$ cat src/mbp_pkg.sv
// Shared constants for the MSB-first bit packer.
// No dependencies; every other file of the block but mbp_queue uses it.
package mbp_pkg;

   // Byte geometry
   localparam int BYTE_BITS = 8;
   localparam int CNT_WIDTH = 3;

   // Payload and register widths
   localparam int VALUE_WIDTH = 32;
   localparam int CFG_WIDTH   = 6;
   localparam logic [CFG_WIDTH-1:0] RESET_FIELD_WIDTH = 6'd11;

   // Default limits
   localparam int MAX_FIELD_WIDTH_DEFAULT = 32;
   localparam int QUEUE_DEPTH             = 2;

   // Request kinds
   localparam logic KIND_WRITE = 1'b0;
   localparam logic KIND_FLUSH = 1'b1;

   // Result of one back-end step
   typedef struct packed {
      logic                 emits;
      logic                 last;
      logic                 done;
      logic [BYTE_BITS-1:0] data;
   } step_type;

endpackage

$ cat src/mbp_if.sv
// Valid/ready channel interfaces for requests and response bytes.
// Depends on mbp_pkg for field widths.
interface mbp_req_if;
   logic                            valid;
   logic                            ready;
   logic                            kind;
   logic [mbp_pkg::VALUE_WIDTH-1:0] value;

   modport source (output valid, kind, value, input ready);
   modport sink   (input valid, kind, value, output ready);
endinterface

interface mbp_rsp_if;
   logic                          valid;
   logic                          ready;
   logic [mbp_pkg::BYTE_BITS-1:0] out_byte;
   logic                          last;

   modport source (output valid, out_byte, last, input ready);
   modport sink   (input valid, out_byte, last, output ready);
endinterface

$ cat src/mbp_front.sv
// Front end: holds the field width register, accepts requests and
// left-aligns the value bits for the back end. Depends on mbp_pkg, mbp_if.
module mbp_front #(
   parameter int MAX_FIELD_WIDTH = mbp_pkg::MAX_FIELD_WIDTH_DEFAULT
) (
   input  logic                          clock,
   input  logic                          reset,
   mbp_req_if.sink                       req,
   input  logic                          csr_write_enable,
   input  logic [mbp_pkg::CFG_WIDTH-1:0] csr_write_data,
   output logic                          push_valid,
   output logic [MAX_FIELD_WIDTH + mbp_pkg::BYTE_BITS + $clog2(MAX_FIELD_WIDTH + 1):0] push_data,
   input  logic                          push_ready
);
   localparam int RW = $clog2(MAX_FIELD_WIDTH + 1);
   localparam int AW = MAX_FIELD_WIDTH + mbp_pkg::VALUE_WIDTH;

   logic [mbp_pkg::CFG_WIDTH-1:0] field_width_ff, field_width_in;
   logic [RW-1:0]                 width_eff;
   logic [AW-1:0]                 value_shifted;

   // Write the width register
   always_comb begin
      field_width_in = csr_write_enable ? csr_write_data : field_width_ff;
   end

   always_ff @(posedge clock) begin
      if (reset) begin
         field_width_ff <= mbp_pkg::RESET_FIELD_WIDTH;
      end else begin
         field_width_ff <= field_width_in;
      end
   end

   // Saturate the width and move the field to the top of the word
   always_comb begin
      if (int'(field_width_ff) > MAX_FIELD_WIDTH) begin
         width_eff = RW'(MAX_FIELD_WIDTH);
      end else begin
         width_eff = RW'(field_width_ff);
      end
      value_shifted = AW'(req.value) << (RW'(MAX_FIELD_WIDTH) - width_eff);
   end

   // Hand the classified transaction to the queue
   assign push_valid = req.valid;
   assign req.ready  = push_ready;
   assign push_data  = {req.kind, width_eff, value_shifted[MAX_FIELD_WIDTH-1:0],
                        {mbp_pkg::BYTE_BITS{1'b0}}};
endmodule

$ cat src/mbp_queue.sv
// Small register queue between front and back end.
// Depends on nothing but its parameters.
module mbp_queue #(
   parameter int WIDTH = 8,
   parameter int DEPTH = 2
) (
   input  logic             clock,
   input  logic             reset,
   input  logic             push_valid,
   input  logic [WIDTH-1:0] push_data,
   output logic             push_ready,
   output logic             pop_valid,
   output logic [WIDTH-1:0] pop_data,
   input  logic             pop_ready
);
   localparam int PTRW = (DEPTH > 1) ? $clog2(DEPTH) : 1;
   localparam int CNTW = $clog2(DEPTH + 1);

   logic [WIDTH-1:0] entry_ff [DEPTH];
   logic [PTRW-1:0]  wr_ptr_ff, wr_ptr_in, rd_ptr_ff, rd_ptr_in;
   logic [CNTW-1:0]  count_ff, count_in;
   logic             do_push, do_pop;

   assign push_ready = (count_ff != CNTW'(DEPTH));
   assign pop_valid  = (count_ff != '0);
   assign pop_data   = entry_ff[rd_ptr_ff];
   assign do_push    = push_valid && push_ready;
   assign do_pop     = pop_valid && pop_ready;

   // Advance pointers and fill count
   always_comb begin
      wr_ptr_in = wr_ptr_ff;
      rd_ptr_in = rd_ptr_ff;
      count_in  = count_ff;
      if (do_push) begin
         wr_ptr_in = (wr_ptr_ff == PTRW'(DEPTH - 1)) ? '0 : wr_ptr_ff + 1'b1;
      end
      if (do_pop) begin
         rd_ptr_in = (rd_ptr_ff == PTRW'(DEPTH - 1)) ? '0 : rd_ptr_ff + 1'b1;
      end
      if (do_push && !do_pop) begin
         count_in = count_ff + 1'b1;
      end else if (do_pop && !do_push) begin
         count_in = count_ff - 1'b1;
      end
   end

   always_ff @(posedge clock) begin
      if (reset) begin
         wr_ptr_ff <= '0;
         rd_ptr_ff <= '0;
         count_ff  <= '0;
      end else begin
         wr_ptr_ff <= wr_ptr_in;
         rd_ptr_ff <= rd_ptr_in;
         count_ff  <= count_in;
      end
   end

   // Store the pushed entry
   always_ff @(posedge clock) begin
      if (do_push) begin
         entry_ff[wr_ptr_ff] <= push_data;
      end
   end
endmodule

$ cat src/mbp_back.sv
// Back end: shifts queued field bits into the partial byte and emits
// one byte per cycle through an output register while the response port takes them. Depends on mbp_pkg, mbp_if.
module mbp_back #(
   parameter int MAX_FIELD_WIDTH = mbp_pkg::MAX_FIELD_WIDTH_DEFAULT
) (
   input  logic       clock,
   input  logic       reset,
   input  logic       pop_valid,
   input  logic [MAX_FIELD_WIDTH + mbp_pkg::BYTE_BITS + $clog2(MAX_FIELD_WIDTH + 1):0] pop_data,
   output logic       pop_ready,
   mbp_rsp_if.source  rsp
);
   localparam int BB = mbp_pkg::BYTE_BITS;
   localparam int CW = mbp_pkg::CNT_WIDTH;
   localparam int RW = $clog2(MAX_FIELD_WIDTH + 1);
   localparam int PW = MAX_FIELD_WIDTH + BB;
   localparam int XW = RW + 4;

   logic          busy_ff, busy_in;
   logic          kind_ff, kind_in;
   logic [RW-1:0] rem_ff, rem_in, rem_next;
   logic [PW-1:0] pend_ff, pend_in;
   logic [CW-1:0] cnt_ff, cnt_in;
   logic [BB-1:0] part_ff, part_in;
   logic          rsp_valid_ff, rsp_valid_in;
   logic [BB-1:0] rsp_byte_ff, rsp_byte_in;
   logic          rsp_last_ff, rsp_last_in;

   logic [3:0]    room, take, sum;
   logic [BB-1:0] top_bits, new_bits, part_shift, write_byte;
   logic          out_free, fire, load;
   mbp_pkg::step_type step;

   // Work out how many bits this step takes and what it yields
   always_comb begin
      room       = 4'(BB) - {1'b0, cnt_ff};
      take       = (XW'(rem_ff) < XW'(room)) ? 4'(rem_ff) : room;
      top_bits   = pend_ff[PW-1 -: BB];
      new_bits   = top_bits >> (4'(BB) - take);
      part_shift = BB'({{BB{1'b0}}, part_ff} << take);
      write_byte = part_shift | new_bits;
      sum        = {1'b0, cnt_ff} + take;
      rem_next   = rem_ff - RW'(take);
      if (kind_ff == mbp_pkg::KIND_FLUSH) begin
         step.emits = (cnt_ff != '0);
         step.last  = 1'b1;
         step.done  = 1'b1;
         step.data  = BB'({{BB{1'b0}}, part_ff} << room);
      end else begin
         step.emits = (sum == 4'(BB));
         step.last  = (sum == 4'(BB)) && (XW'(rem_next) < XW'(BB));
         step.done  = (rem_next == '0);
         step.data  = write_byte;
      end
   end

   // Stall only on a step that emits into a full output register
   assign out_free  = !rsp_valid_ff || rsp.ready;
   assign fire      = busy_ff && (!step.emits || out_free);
   assign pop_ready = !busy_ff || (fire && step.done);
   assign load      = pop_ready && pop_valid;

   // Advance the working transaction and the partial byte
   always_comb begin
      busy_in = busy_ff;
      kind_in = kind_ff;
      rem_in  = rem_ff;
      pend_in = pend_ff;
      cnt_in  = cnt_ff;
      part_in = part_ff;
      if (fire) begin
         if (kind_ff == mbp_pkg::KIND_FLUSH || step.emits) begin
            cnt_in  = '0;
            part_in = '0;
         end else begin
            cnt_in  = sum[CW-1:0];
            part_in = write_byte;
         end
         rem_in  = rem_next;
         pend_in = pend_ff << take;
      end
      if (load) begin
         busy_in = 1'b1;
         kind_in = pop_data[PW + RW];
         rem_in  = pop_data[PW +: RW];
         pend_in = pop_data[PW-1:0];
      end else if (fire && step.done) begin
         busy_in = 1'b0;
      end
   end

   // Hold the response until taken
   always_comb begin
      rsp_valid_in = rsp_valid_ff;
      rsp_byte_in  = rsp_byte_ff;
      rsp_last_in  = rsp_last_ff;
      if (fire && step.emits) begin
         rsp_valid_in = 1'b1;
         rsp_byte_in  = step.data;
         rsp_last_in  = step.last;
      end else if (rsp.ready) begin
         rsp_valid_in = 1'b0;
      end
   end

   always_ff @(posedge clock) begin
      if (reset) begin
         busy_ff      <= 1'b0;
         cnt_ff       <= '0;
         part_ff      <= '0;
         rsp_valid_ff <= 1'b0;
      end else begin
         busy_ff      <= busy_in;
         cnt_ff       <= cnt_in;
         part_ff      <= part_in;
         rsp_valid_ff <= rsp_valid_in;
      end
   end

   always_ff @(posedge clock) begin
      kind_ff     <= kind_in;
      rem_ff      <= rem_in;
      pend_ff     <= pend_in;
      rsp_byte_ff <= rsp_byte_in;
      rsp_last_ff <= rsp_last_in;
   end

   assign rsp.valid    = rsp_valid_ff;
   assign rsp.out_byte = rsp_byte_ff;
   assign rsp.last     = rsp_last_ff;
endmodule

$ cat src/msb_first_bit_packer_core.sv
// MSB-first bit packer. A write request shifts the low field_width bits of its
// value (most significant first, saturated at MAX_FIELD_WIDTH) into a partial
// byte and emits each completed byte; a flush request pads a non-empty partial
// byte with zeros and emits it. The last byte of each request has last set.
// The back end handles a request in steps: each emits a completed byte or only
// gathers leftover bits, and a request that emits nothing still takes a step. A
// two-entry queue after the front end lets requests keep arriving while the
// response port stalls; the response is registered, and the request side
// accepts one transaction per cycle until the queue is full.
// Depends on mbp_pkg, mbp_if, mbp_front, mbp_queue and mbp_back.
module msb_first_bit_packer_core #(
   parameter int MAX_FIELD_WIDTH = mbp_pkg::MAX_FIELD_WIDTH_DEFAULT
) (
   input  logic                          clock,
   input  logic                          reset,
   mbp_req_if.sink                       req_chan,
   mbp_rsp_if.source                     rsp_chan,
   input  logic                          csr_write_enable,
   input  logic [mbp_pkg::CFG_WIDTH-1:0] csr_write_data
);
   localparam int RW = $clog2(MAX_FIELD_WIDTH + 1);
   localparam int QW = 1 + RW + MAX_FIELD_WIDTH + mbp_pkg::BYTE_BITS;

   logic          push_valid, push_ready, pop_valid, pop_ready;
   logic [QW-1:0] push_data, pop_data;

   // Accept and classify requests
   mbp_front #(.MAX_FIELD_WIDTH(MAX_FIELD_WIDTH)) u_front (
      .clock            (clock),
      .reset            (reset),
      .req              (req_chan),
      .csr_write_enable (csr_write_enable),
      .csr_write_data   (csr_write_data),
      .push_valid       (push_valid),
      .push_data        (push_data),
      .push_ready       (push_ready)
   );

   // Decouple front and back
   mbp_queue #(.WIDTH(QW), .DEPTH(mbp_pkg::QUEUE_DEPTH)) u_queue (
      .clock      (clock),
      .reset      (reset),
      .push_valid (push_valid),
      .push_data  (push_data),
      .push_ready (push_ready),
      .pop_valid  (pop_valid),
      .pop_data   (pop_data),
      .pop_ready  (pop_ready)
   );

   // Pack bits and emit bytes
   mbp_back #(.MAX_FIELD_WIDTH(MAX_FIELD_WIDTH)) u_back (
      .clock     (clock),
      .reset     (reset),
      .pop_valid (pop_valid),
      .pop_data  (pop_data),
      .pop_ready (pop_ready),
      .rsp       (rsp_chan)
   );
endmodule

$ cat src/flat_wrapper.sv
// flat-port wrapper written by rule: the top's interface ports become plain ports
module msb_first_bit_packer_core_flat 
#(
   parameter int MAX_FIELD_WIDTH = mbp_pkg::MAX_FIELD_WIDTH_DEFAULT
)
  (clock, reset, csr_write_enable, csr_write_data, req_chan_valid, req_chan_kind, req_chan_value, req_chan_ready, rsp_chan_valid, rsp_chan_out_byte, rsp_chan_last, rsp_chan_ready);
  mbp_req_if req_chan_i ();
  mbp_rsp_if rsp_chan_i ();
  input  logic clock;
  input  logic reset;
  input  logic csr_write_enable;
  input  logic [mbp_pkg::CFG_WIDTH-1:0] csr_write_data;
  input wire logic [$bits(req_chan_i.valid)-1:0] req_chan_valid;
  input wire logic [$bits(req_chan_i.kind)-1:0] req_chan_kind;
  input wire logic [$bits(req_chan_i.value)-1:0] req_chan_value;
  output wire logic [$bits(req_chan_i.ready)-1:0] req_chan_ready;
  output wire logic [$bits(rsp_chan_i.valid)-1:0] rsp_chan_valid;
  output wire logic [$bits(rsp_chan_i.out_byte)-1:0] rsp_chan_out_byte;
  output wire logic [$bits(rsp_chan_i.last)-1:0] rsp_chan_last;
  input wire logic [$bits(rsp_chan_i.ready)-1:0] rsp_chan_ready;
  assign req_chan_i.valid = req_chan_valid;
  assign req_chan_i.kind = req_chan_kind;
  assign req_chan_i.value = req_chan_value;
  assign req_chan_ready = req_chan_i.ready;
  assign rsp_chan_valid = rsp_chan_i.valid;
  assign rsp_chan_out_byte = rsp_chan_i.out_byte;
  assign rsp_chan_last = rsp_chan_i.last;
  assign rsp_chan_i.ready = rsp_chan_ready;
  msb_first_bit_packer_core #(.MAX_FIELD_WIDTH(MAX_FIELD_WIDTH)) u_core (.clock(clock), .reset(reset), .req_chan(req_chan_i), .rsp_chan(rsp_chan_i), .csr_write_enable(csr_write_enable), .csr_write_data(csr_write_data));
endmodule
$ cat config.mk
export PLATFORM = sky130hd
export DESIGN_NAME = msb_first_bit_packer_core_flat
export DESIGN_NICKNAME = d
export VERILOG_FILES = /design/src/mbp_pkg.sv /design/src/mbp_if.sv /design/src/mbp_front.sv /design/src/mbp_queue.sv /design/src/mbp_back.sv /design/src/msb_first_bit_packer_core.sv /design/src/flat_wrapper.sv
export SDC_FILE = /design/constraint.sdc
export NUM_CORES = 1
export LEC_CHECK = 0
export ABC_CLOCK_PERIOD_IN_PS = 5500
export BUFFER_PORTS_ARGS = -buffer_cell sky130_fd_sc_hd__buf_2
export CORE_MARGIN = 4
export CORE_UTILIZATION = 35
export CTS_BUF_LIST = sky130_fd_sc_hd__clkbuf_4 sky130_fd_sc_hd__clkbuf_8
export DETAILED_ROUTE_END_ITERATION = 16
export PLACE_DENSITY = 0.56
export SETUP_SLACK_MARGIN = 0.4
export SLEW_MARGIN = 20
export SYNTH_ARGS = -nofsm -noshare
export SYNTH_HDL_FRONTEND = slang
export SYNTH_SLANG_ARGS = --single-unit
export TNS_END_PERCENT = 1
$ cat constraint.sdc
create_clock -name clock -period 5.5 [get_ports clock]
set_input_delay 0 -clock clock [delete_from_list [all_inputs] [get_ports clock]]
set_output_delay 0 -clock clock [all_outputs]
set_load 0.01 [all_outputs]
==> flow_metrics.env, run 1 <==
export IMPL_hp_class="primary input to flip-flop"
export IMPL_hold_violations=0
export IMPL_outcome="finished, final reports clean"
export IMPL_clock_path_buffers=2
export IMPL_fmax_mhz=207
export IMPL_cap_violations=0
export IMPL_route_detailed_drc=0
export IMPL_yosysUniqueCellTypes=73
export IMPL_dieWidth_um=182
export IMPL_wire_per_inst_um=17.9
export IMPL_peakVddDrop_v=0.000360
export IMPL_required_ns=5.64
export IMPL_vias_per_cell=5.36
export IMPL_synth_ff_type="edfxtp_1"
export IMPL_area_growth_pct=12.8
export IMPL_cts_tree="built"
export IMPL_worst_pin_slew_ns=0.984
export IMPL_clock_sinks=158
export IMPL_p_leak_nw=4.88
export IMPL_fin_crit_sh=0.877
export IMPL_skew_ns=0.0240
export IMPL_regToRegSetupSlack_ns=0.68
export IMPL_final_setup_viol_count=0
export IMPL_ant_nets=0
export IMPL_drt_iter0_markers=594
export IMPL_diodes=0
export IMPL_core_area_mm2=0.0298
export IMPL_io_pins=55
export IMPL_gp_congestion=0.863
export IMPL_path_class="flip-flop to flip-flop"
export IMPL_regArea_mm2=0.00451
export IMPL_ys_seq_area_frac=0.423
export IMPL_cts_made_buffers=17
export IMPL_die_h_um=182
export IMPL_grt_max_degree=71
export IMPL_dpl_instance_area_mm2=0.0113
export IMPL_synth_async_sr_flop_share=0
export IMPL_clkLatencyLatePin_ns=0.46
export IMPL_drtPass1Iterations=7
export IMPL_fill_cells=2995
export IMPL_cp_max_fo=22
export IMPL_portBuffers=54
export IMPL_final_cell_area_mm2=0.0120
export IMPL_nets=1126
export IMPL_relSlewSlack=0.344
export IMPL_yosys_warnings=0
export IMPL_multi_input_area_mm2=0.00583
export IMPL_synth_edf_count=134
export IMPL_path_clk_slew_ns=0.11
export IMPL_fin_util=0.403
export IMPL_start_kind="flip-flop"
export IMPL_rsz0062_at_grt="false"
export IMPL_place_hpwl_um=19300
export IMPL_initial_core_util=0.357
export IMPL_syn_cell_area_mm2=0.0106
export IMPL_drive_gt1_frac=0.155
export IMPL_fin_crit_ns=4.82
export IMPL_syn_instance_count=1017
export IMPL_crit_arrival_ns=4.96
export IMPL_cts_root_buf="clkbuf_8"
export IMPL_antenna_found_initial=0
export IMPL_wirelength_um=26400
export IMPL_synth_nets=1075
export IMPL_dieArea_mm2=0.0333
export IMPL_htreeDepth=4
export IMPL_fp_row_count=63
export IMPL_num_vias=7883
export IMPL_worstSetupEndpointType="flip-flop"
export IMPL_synth_seq_cells=158
export IMPL_finalSetupTns_ns=0
export IMPL_grt_pass1_vias=7775
export IMPL_grt_overflow=0
export IMPL_slew_viol_final=0
export IMPL_grt_first_pass_wirelength_um=41700
export IMPL_p_per_area_mw_per_mm2=646
export IMPL_syn_avg_cell_area_um2=10.5
export IMPL_grt_usage=0.154
-- cells in the mapped netlist, types with 4 or more instances --
master | number | area share
mux2i_1 | 248 | 0.23
edfxtp_1 | 134 | 0.38
nand2_1 | 120 | 0.042
nor2_1 | 62 | 0.022
o21ai_0 | 49 | 0.023
clkbuf_1 | 41 | 0.014
dfxtp_1 | 24 | 0.045
a21oi_1 | 23 | 0.011
mux2_2 | 21 | 0.022
inv_1 | 19 | 0.0067
nor2b_1 | 18 | 0.011
nor3_1 | 17 | 0.0080
nand3_1 | 16 | 0.0075
o22ai_1 | 15 | 0.0088
ha_1 | 14 | 0.016
buf_1 | 12 | 0.0042
a211oi_1 | 11 | 0.0078
a31oi_1 | 11 | 0.0065
nand2b_1 | 11 | 0.0065
xnor2_1 | 9 | 0.0074
xor2_1 | 9 | 0.0074
o21a_1 | 8 | 0.0056
a211o_1 | 7 | 0.0058
o2bb2ai_1 | 7 | 0.0058
buf_2 | 6 | 0.0028
a22o_1 | 5 | 0.0041
and3_1 | 5 | 0.0029
or3_1 | 5 | 0.0029
a21o_1 | 4 | 0.0028
and2_1 | 4 | 0.0024
buf_4 | 4 | 0.0028
inv_2 | 4 | 0.0014
nand3b_1 | 4 | 0.0028
o31ai_1 | 4 | 0.0028
-- kinds of logic (layout without fill, tap and decap cells) --
family,count (synthesis),after routing,synth area share
DFF,158,158,0.423
muxes,274,274,0.265
adders and majority gates,14,14,0.0165
xor gates and xnor gates,19,19,0.0174
buffers and inverters,89,152,0.0356
AOI/OAI and AO/OA,183,183,0.122
and+or+nand+nor,280,281,0.121
-- path summary, 6_finish.rpt --
check,from,endpoint,cells past startpoint
min reg2reg,u_core.u_queue.count_ff[1],u_core.u_queue.count_ff[1],2
max reg2reg,u_core.u_back.cnt_ff[0],u_core.u_back.pend_ff[19],16
max,u_core.u_back.cnt_ff[0],u_core.u_back.pend_ff[19],16
min,req_chan_value[1],u_core.u_queue.entry_ff[0][1],3
-- worst max-delay path, stage by stage (launching register included) --
cell	delay [ns]
dfxtp_1	0.33
buf_4	0.19
nor3_2	0.18
inv_1	0.12
ha_1	0.22
or3_1	0.45
nor2_4	0.22
o22ai_2	0.15
nor2_4	0.11
inv_1	0.10
ha_1	0.25
o311a_1	0.37
or4_4	0.50
a211oi_4	0.43
a311oi_4	0.13
buf_4	0.19
or2_2	0.53
-- layout make-up --
cell class,instances,area share
Tap cell,390,0.0406
Multi-Input combinational cell,771,0.486
Sequential cell,158,0.375
Inverter,23,0.00719
Clock inverter,14,0.0144
Clock buffer,18,0.0206
Timing Repair Buffer,97,0.0565
-- layout by cell type, fill, tap and decap left out, types with 16 or more instances in the layout --
master / Yosys / layout
mux2i_1: 248 / 248
edfxtp_1: 134 / 134
nand2_1: 120 / 120
nor2_1: 62 / 60
buf_2: 6 / 54
o21ai_0: 49 / 49
a21oi_1: 23 / 23
dfxtp_1: 24 / 23
mux2_2: 21 / 21
dlygate4sd3_1: 0 / 21
buf_4: 4 / 20
inv_1: 19 / 19
nor2b_1: 18 / 18
clkbuf_8: 0 / 18
nor3_1: 17 / 16
nand3_1: 16 / 16
-- layer usage --
layer	vias up	global-route usage	wire, µm
met3	34	0.0225	748
met2	159	0.255	12500
met5	-	0	0
li1	3908	-	-
met1	3782	0.213	12600
met4	0	0.0420	535
-- sequential cells by signal, summed over array words and instances, names as in the netlist, named ones only --
name	count
u_core.u_back.busy_ff	1
u_core.u_back.cnt_ff	3
u_core.u_back.kind_ff	1
u_core.u_back.part_ff	8
u_core.u_back.pend_ff	40
u_core.u_back.rem_ff	6
u_core.u_back.rsp.last	1
u_core.u_back.rsp.out_byte	8
u_core.u_back.rsp.valid	1
u_core.u_front.field_width_ff	6
u_core.u_queue.count_ff	2
u_core.u_queue.entry_ff	78
u_core.u_queue.rd_ptr_ff	1
u_core.u_queue.wr_ptr_ff	1
-- metrics by stage --
step                total power, mW  setup slack [ns]  hold slack, ns  std cells
finish                         7.76             0.678           0.167       1471
CTS                            7.76             0.507           0.145       1468
detailed placement             6.85             0.567           0.201       1415
global placement               6.82             0.745           0.192       1414
global route                   8.33             0.415           0.164       1471
floorplan                      5.63             0.438          0.0989       1017
-- power breakdown --
group | internal (mW) | total, mW | leakage, nW | switching (mW)
Combinational | 1.87 | 4.69 | 3.18 | 2.82
Clock | 0.358 | 0.879 | 0.208 | 0.522
Sequential | 1.93 | 2.20 | 1.49 | 0.273
Total | 4.15 | 7.76 | 4.88 | 3.61
-- repair_timing --
| item | 4_1_cts | 5_1_grt |
|---|---|---|
| buffers inserted | 0 | 2 |
| resized for setup | 0 | 1 |
| hold endpoints to repair | 17 | 0 |
| endpoints found under the setup margin | 0 | 48 |
| hold buffers | 21 | 0 |
(Power assumes the default switching activity.)
==> inputs of run 2 (changes only) <==
--- a/config.mk
+++ b/config.mk
@@ -5,8 +5,10 @@
 export SDC_FILE = /design/constraint.sdc
 export NUM_CORES = 1
 export LEC_CHECK = 0
+export ABC_AREA = 0
 export ABC_CLOCK_PERIOD_IN_PS = 5500
 export BUFFER_PORTS_ARGS = -buffer_cell sky130_fd_sc_hd__buf_2
+export CORE_ASPECT_RATIO = 1.25
 export CORE_MARGIN = 4
 export CORE_UTILIZATION = 35
 export CTS_BUF_LIST = sky130_fd_sc_hd__clkbuf_4 sky130_fd_sc_hd__clkbuf_8
==> flow_metrics.env, run 2 (same netlist as run 1, synthesis figures left out) <==
export IMPL_num_vias=7822
export IMPL_regToRegSetupSlack_ns=0.69
export IMPL_final_setup_viol_count=0
export IMPL_grt_usage=0.155
export IMPL_place_hpwl_um=19000
export IMPL_io_pins=55
export IMPL_fin_crit_ns=4.81
export IMPL_start_kind="flip-flop"
export IMPL_initial_core_util=0.355
export IMPL_setup_slack_ns=0.685
export IMPL_clkLatencyLatePin_ns=0.47
export IMPL_cts_tree="built"
export IMPL_cts_root_buf="clkbuf_8"
export IMPL_setup_worst_path_start="u_core.u_back.cnt_ff[0]"
export IMPL_drtPass1Iterations=5
export IMPL_rsz0062_at_grt="false"
export IMPL_fin_crit_sh=0.875
export IMPL_hold_start="req_chan_valid"
export IMPL_crit_family="compound AO/OA/AOI/OAI gates"
export IMPL_wire_per_inst_um=17.6
export IMPL_grt_first_pass_wirelength_um=41100
export IMPL_final_common_cell="mux2i_1"
export IMPL_worst_path_buf_inv=5
export IMPL_outcome="finished, final reports clean"
export IMPL_finalSetupTns_ns=0
export IMPL_p_leak_nw=4.91
export IMPL_dieWidth_um=164
export IMPL_hp_class="primary input to flip-flop"
export IMPL_clock_path_buffers=2
export IMPL_worstSetupEndpointType="flip-flop"
export IMPL_antenna_found_initial=0
export IMPL_area_growth_pct=13.2
export IMPL_regMostFlops="u_core.u_queue.entry_ff"
export IMPL_place_ws_ns=0.632
export IMPL_ant_nets=0
export IMPL_htreeDepth=4
export IMPL_portBuffers=54
export IMPL_vias_per_cell=5.27
export IMPL_power_mw=7.81
export IMPL_required_ns=5.73
export IMPL_hold_violations=0
export IMPL_rr_worst_depth=17
export IMPL_die_h_um=203
export IMPL_worst_pin_slew_ns=0.946
export IMPL_cts_made_buffers=17
export IMPL_grt_max_degree=71
export IMPL_hold_path_endpoint="u_core.u_queue.entry_ff[0][37]"
export IMPL_path_clk_slew_ns=0.09
export IMPL_whs_path_depth=3
export IMPL_peakVddDrop_v=0.000309
export IMPL_grt_overflow=0
export IMPL_cap_violations=0
export IMPL_final_cell_mix="mux2i_1, edfxtp_1, nand2_1"
export IMPL_dpl_instance_area_mm2=0.0113
export IMPL_clock_sinks=158
export IMPL_worstReg2RegEnd="u_core.u_back.rem_ff[1]"
export IMPL_skew_ns=0.0144
export IMPL_path_cells="inv_1 -> ha_1 -> ha_1 -> xnor2_4 -> and3_4 -> a211o_1 -> mux2_4 -> inv_2 -> ha_1 -> inv_1 -> o31ai_1 -> xor2_1 -> a31oi_1 -> a311oi_4 -> buf_4 -> buf_16 -> mux2_4"
export IMPL_grt_pass1_vias=7760
export IMPL_crit_path_max_incr_delay_ns=0.43
export IMPL_gp_congestion=0.899
export IMPL_cp_max_fo=25
export IMPL_slew_viol_final=0
export IMPL_p_per_area_mw_per_mm2=648
export IMPL_top_regs="u_core.u_queue.entry_ff: 78 flops, u_core.u_back.pend_ff: 40 flops"
export IMPL_drt_iter0_markers=425
export IMPL_fp_row_count=71
export IMPL_fmax_mhz=208
export IMPL_largest_reg_flops=78
export IMPL_core_area_mm2=0.0300
export IMPL_relSlewSlack=0.369
export IMPL_hold_slack_ns=0.0982
export IMPL_diodes=0
export IMPL_r2r_start="u_core.u_back.cnt_ff[0]"
export IMPL_wirelength_um=26100
export IMPL_final_cell_area_mm2=0.0120
export IMPL_path_class="flip-flop to flip-flop"
export IMPL_nets=1127
export IMPL_dieArea_mm2=0.0333
export IMPL_drive_gt1_frac=0.157
export IMPL_slowest_stage="a211o_1"
export IMPL_crit_arrival_ns=5.04
export IMPL_route_detailed_drc=0
export IMPL_crit_top_cell="ha_1"
==> run 2: cell types whose count changed in the layout (fill, tap and decap cells not counted), sizes merged <==
cell / before / now
clkbuf: 18 / 23
bufinv: 0 / 2
clkinv: 10 / 2
inv: 27 / 29
==> run 2: worst register-to-register path, delay by kind of cell, from the launching register on <==
family	cells	cell delay (ns)
multiplexers	2	0.58
adder cells (fa/ha/maj)	3	0.97
AND/OR/NAND/NOR	1	0.22
XOR/XNOR	2	0.46
flip-flops	1	0.42
buffers and inverters	5	0.69
AO/OA/AOI/OAI	4	1.24
==> run 2: per-stage QoR <==
stage	util	instances
finish	0.401	1483
global route	0.401	1483
CTS	0.398	1476
detailed placement	0.377	1423
global placement	0.377	1422
floorplan	-	1017
==> run 2: worst max-delay path by stage <==
stage	to	depth (start not counted)
finish	u_core.u_back.rem_ff[1]	17
CTS	u_core.u_back.pend_ff[6]	15
global placement	u_core.u_back.pend_ff[10]	15
floorplan	u_core.u_queue.count_ff[1]	21
detailed placement	u_core.u_back.pend_ff[18]	15
global route	u_core.u_back.rem_ff[0]	18
==> run 2: cell type report <==
cell class | count | area [µm²]
inverter | 23 | 86.3
timing repair buffer | 98 | 703
sequential | 158 | 4510
tap | 401 | 502
fill | 3001 | 18000
clock inverter | 10 | 125
clock buffer | 22 | 284
multi-input combinational | 771 | 5840
==> run 2: timing repair <==
item,4_1_cts,5_1_grt
hold buffers,21,0
resized for setup,0,4
endpoints found under the setup margin,0,48
endpoints found under the hold margin,17,0
setup buffers,0,5
==> run 2: power breakdown <==
group / switching [mW] / internal, mW / leakage, nW
Clock: 0.450 / 0.450 / 0.214
Sequential: 0.281 / 1.93 / 1.49
Combinational: 2.80 / 1.91 / 3.20
==> run 2: per-layer routing <==
| layer | vias to the layer above | track usage | part of all wire |
|---|---|---|---|
| li1 | 3907 | - | - |
| met1 | 3710 | 0.191 | 0.43 |
| met2 | 158 | 0.270 | 0.51 |
| met3 | 47 | 0.0254 | 0.031 |
| met4 | 0 | 0.0569 | 0.028 |
| met5 | - | 0 | 0 |
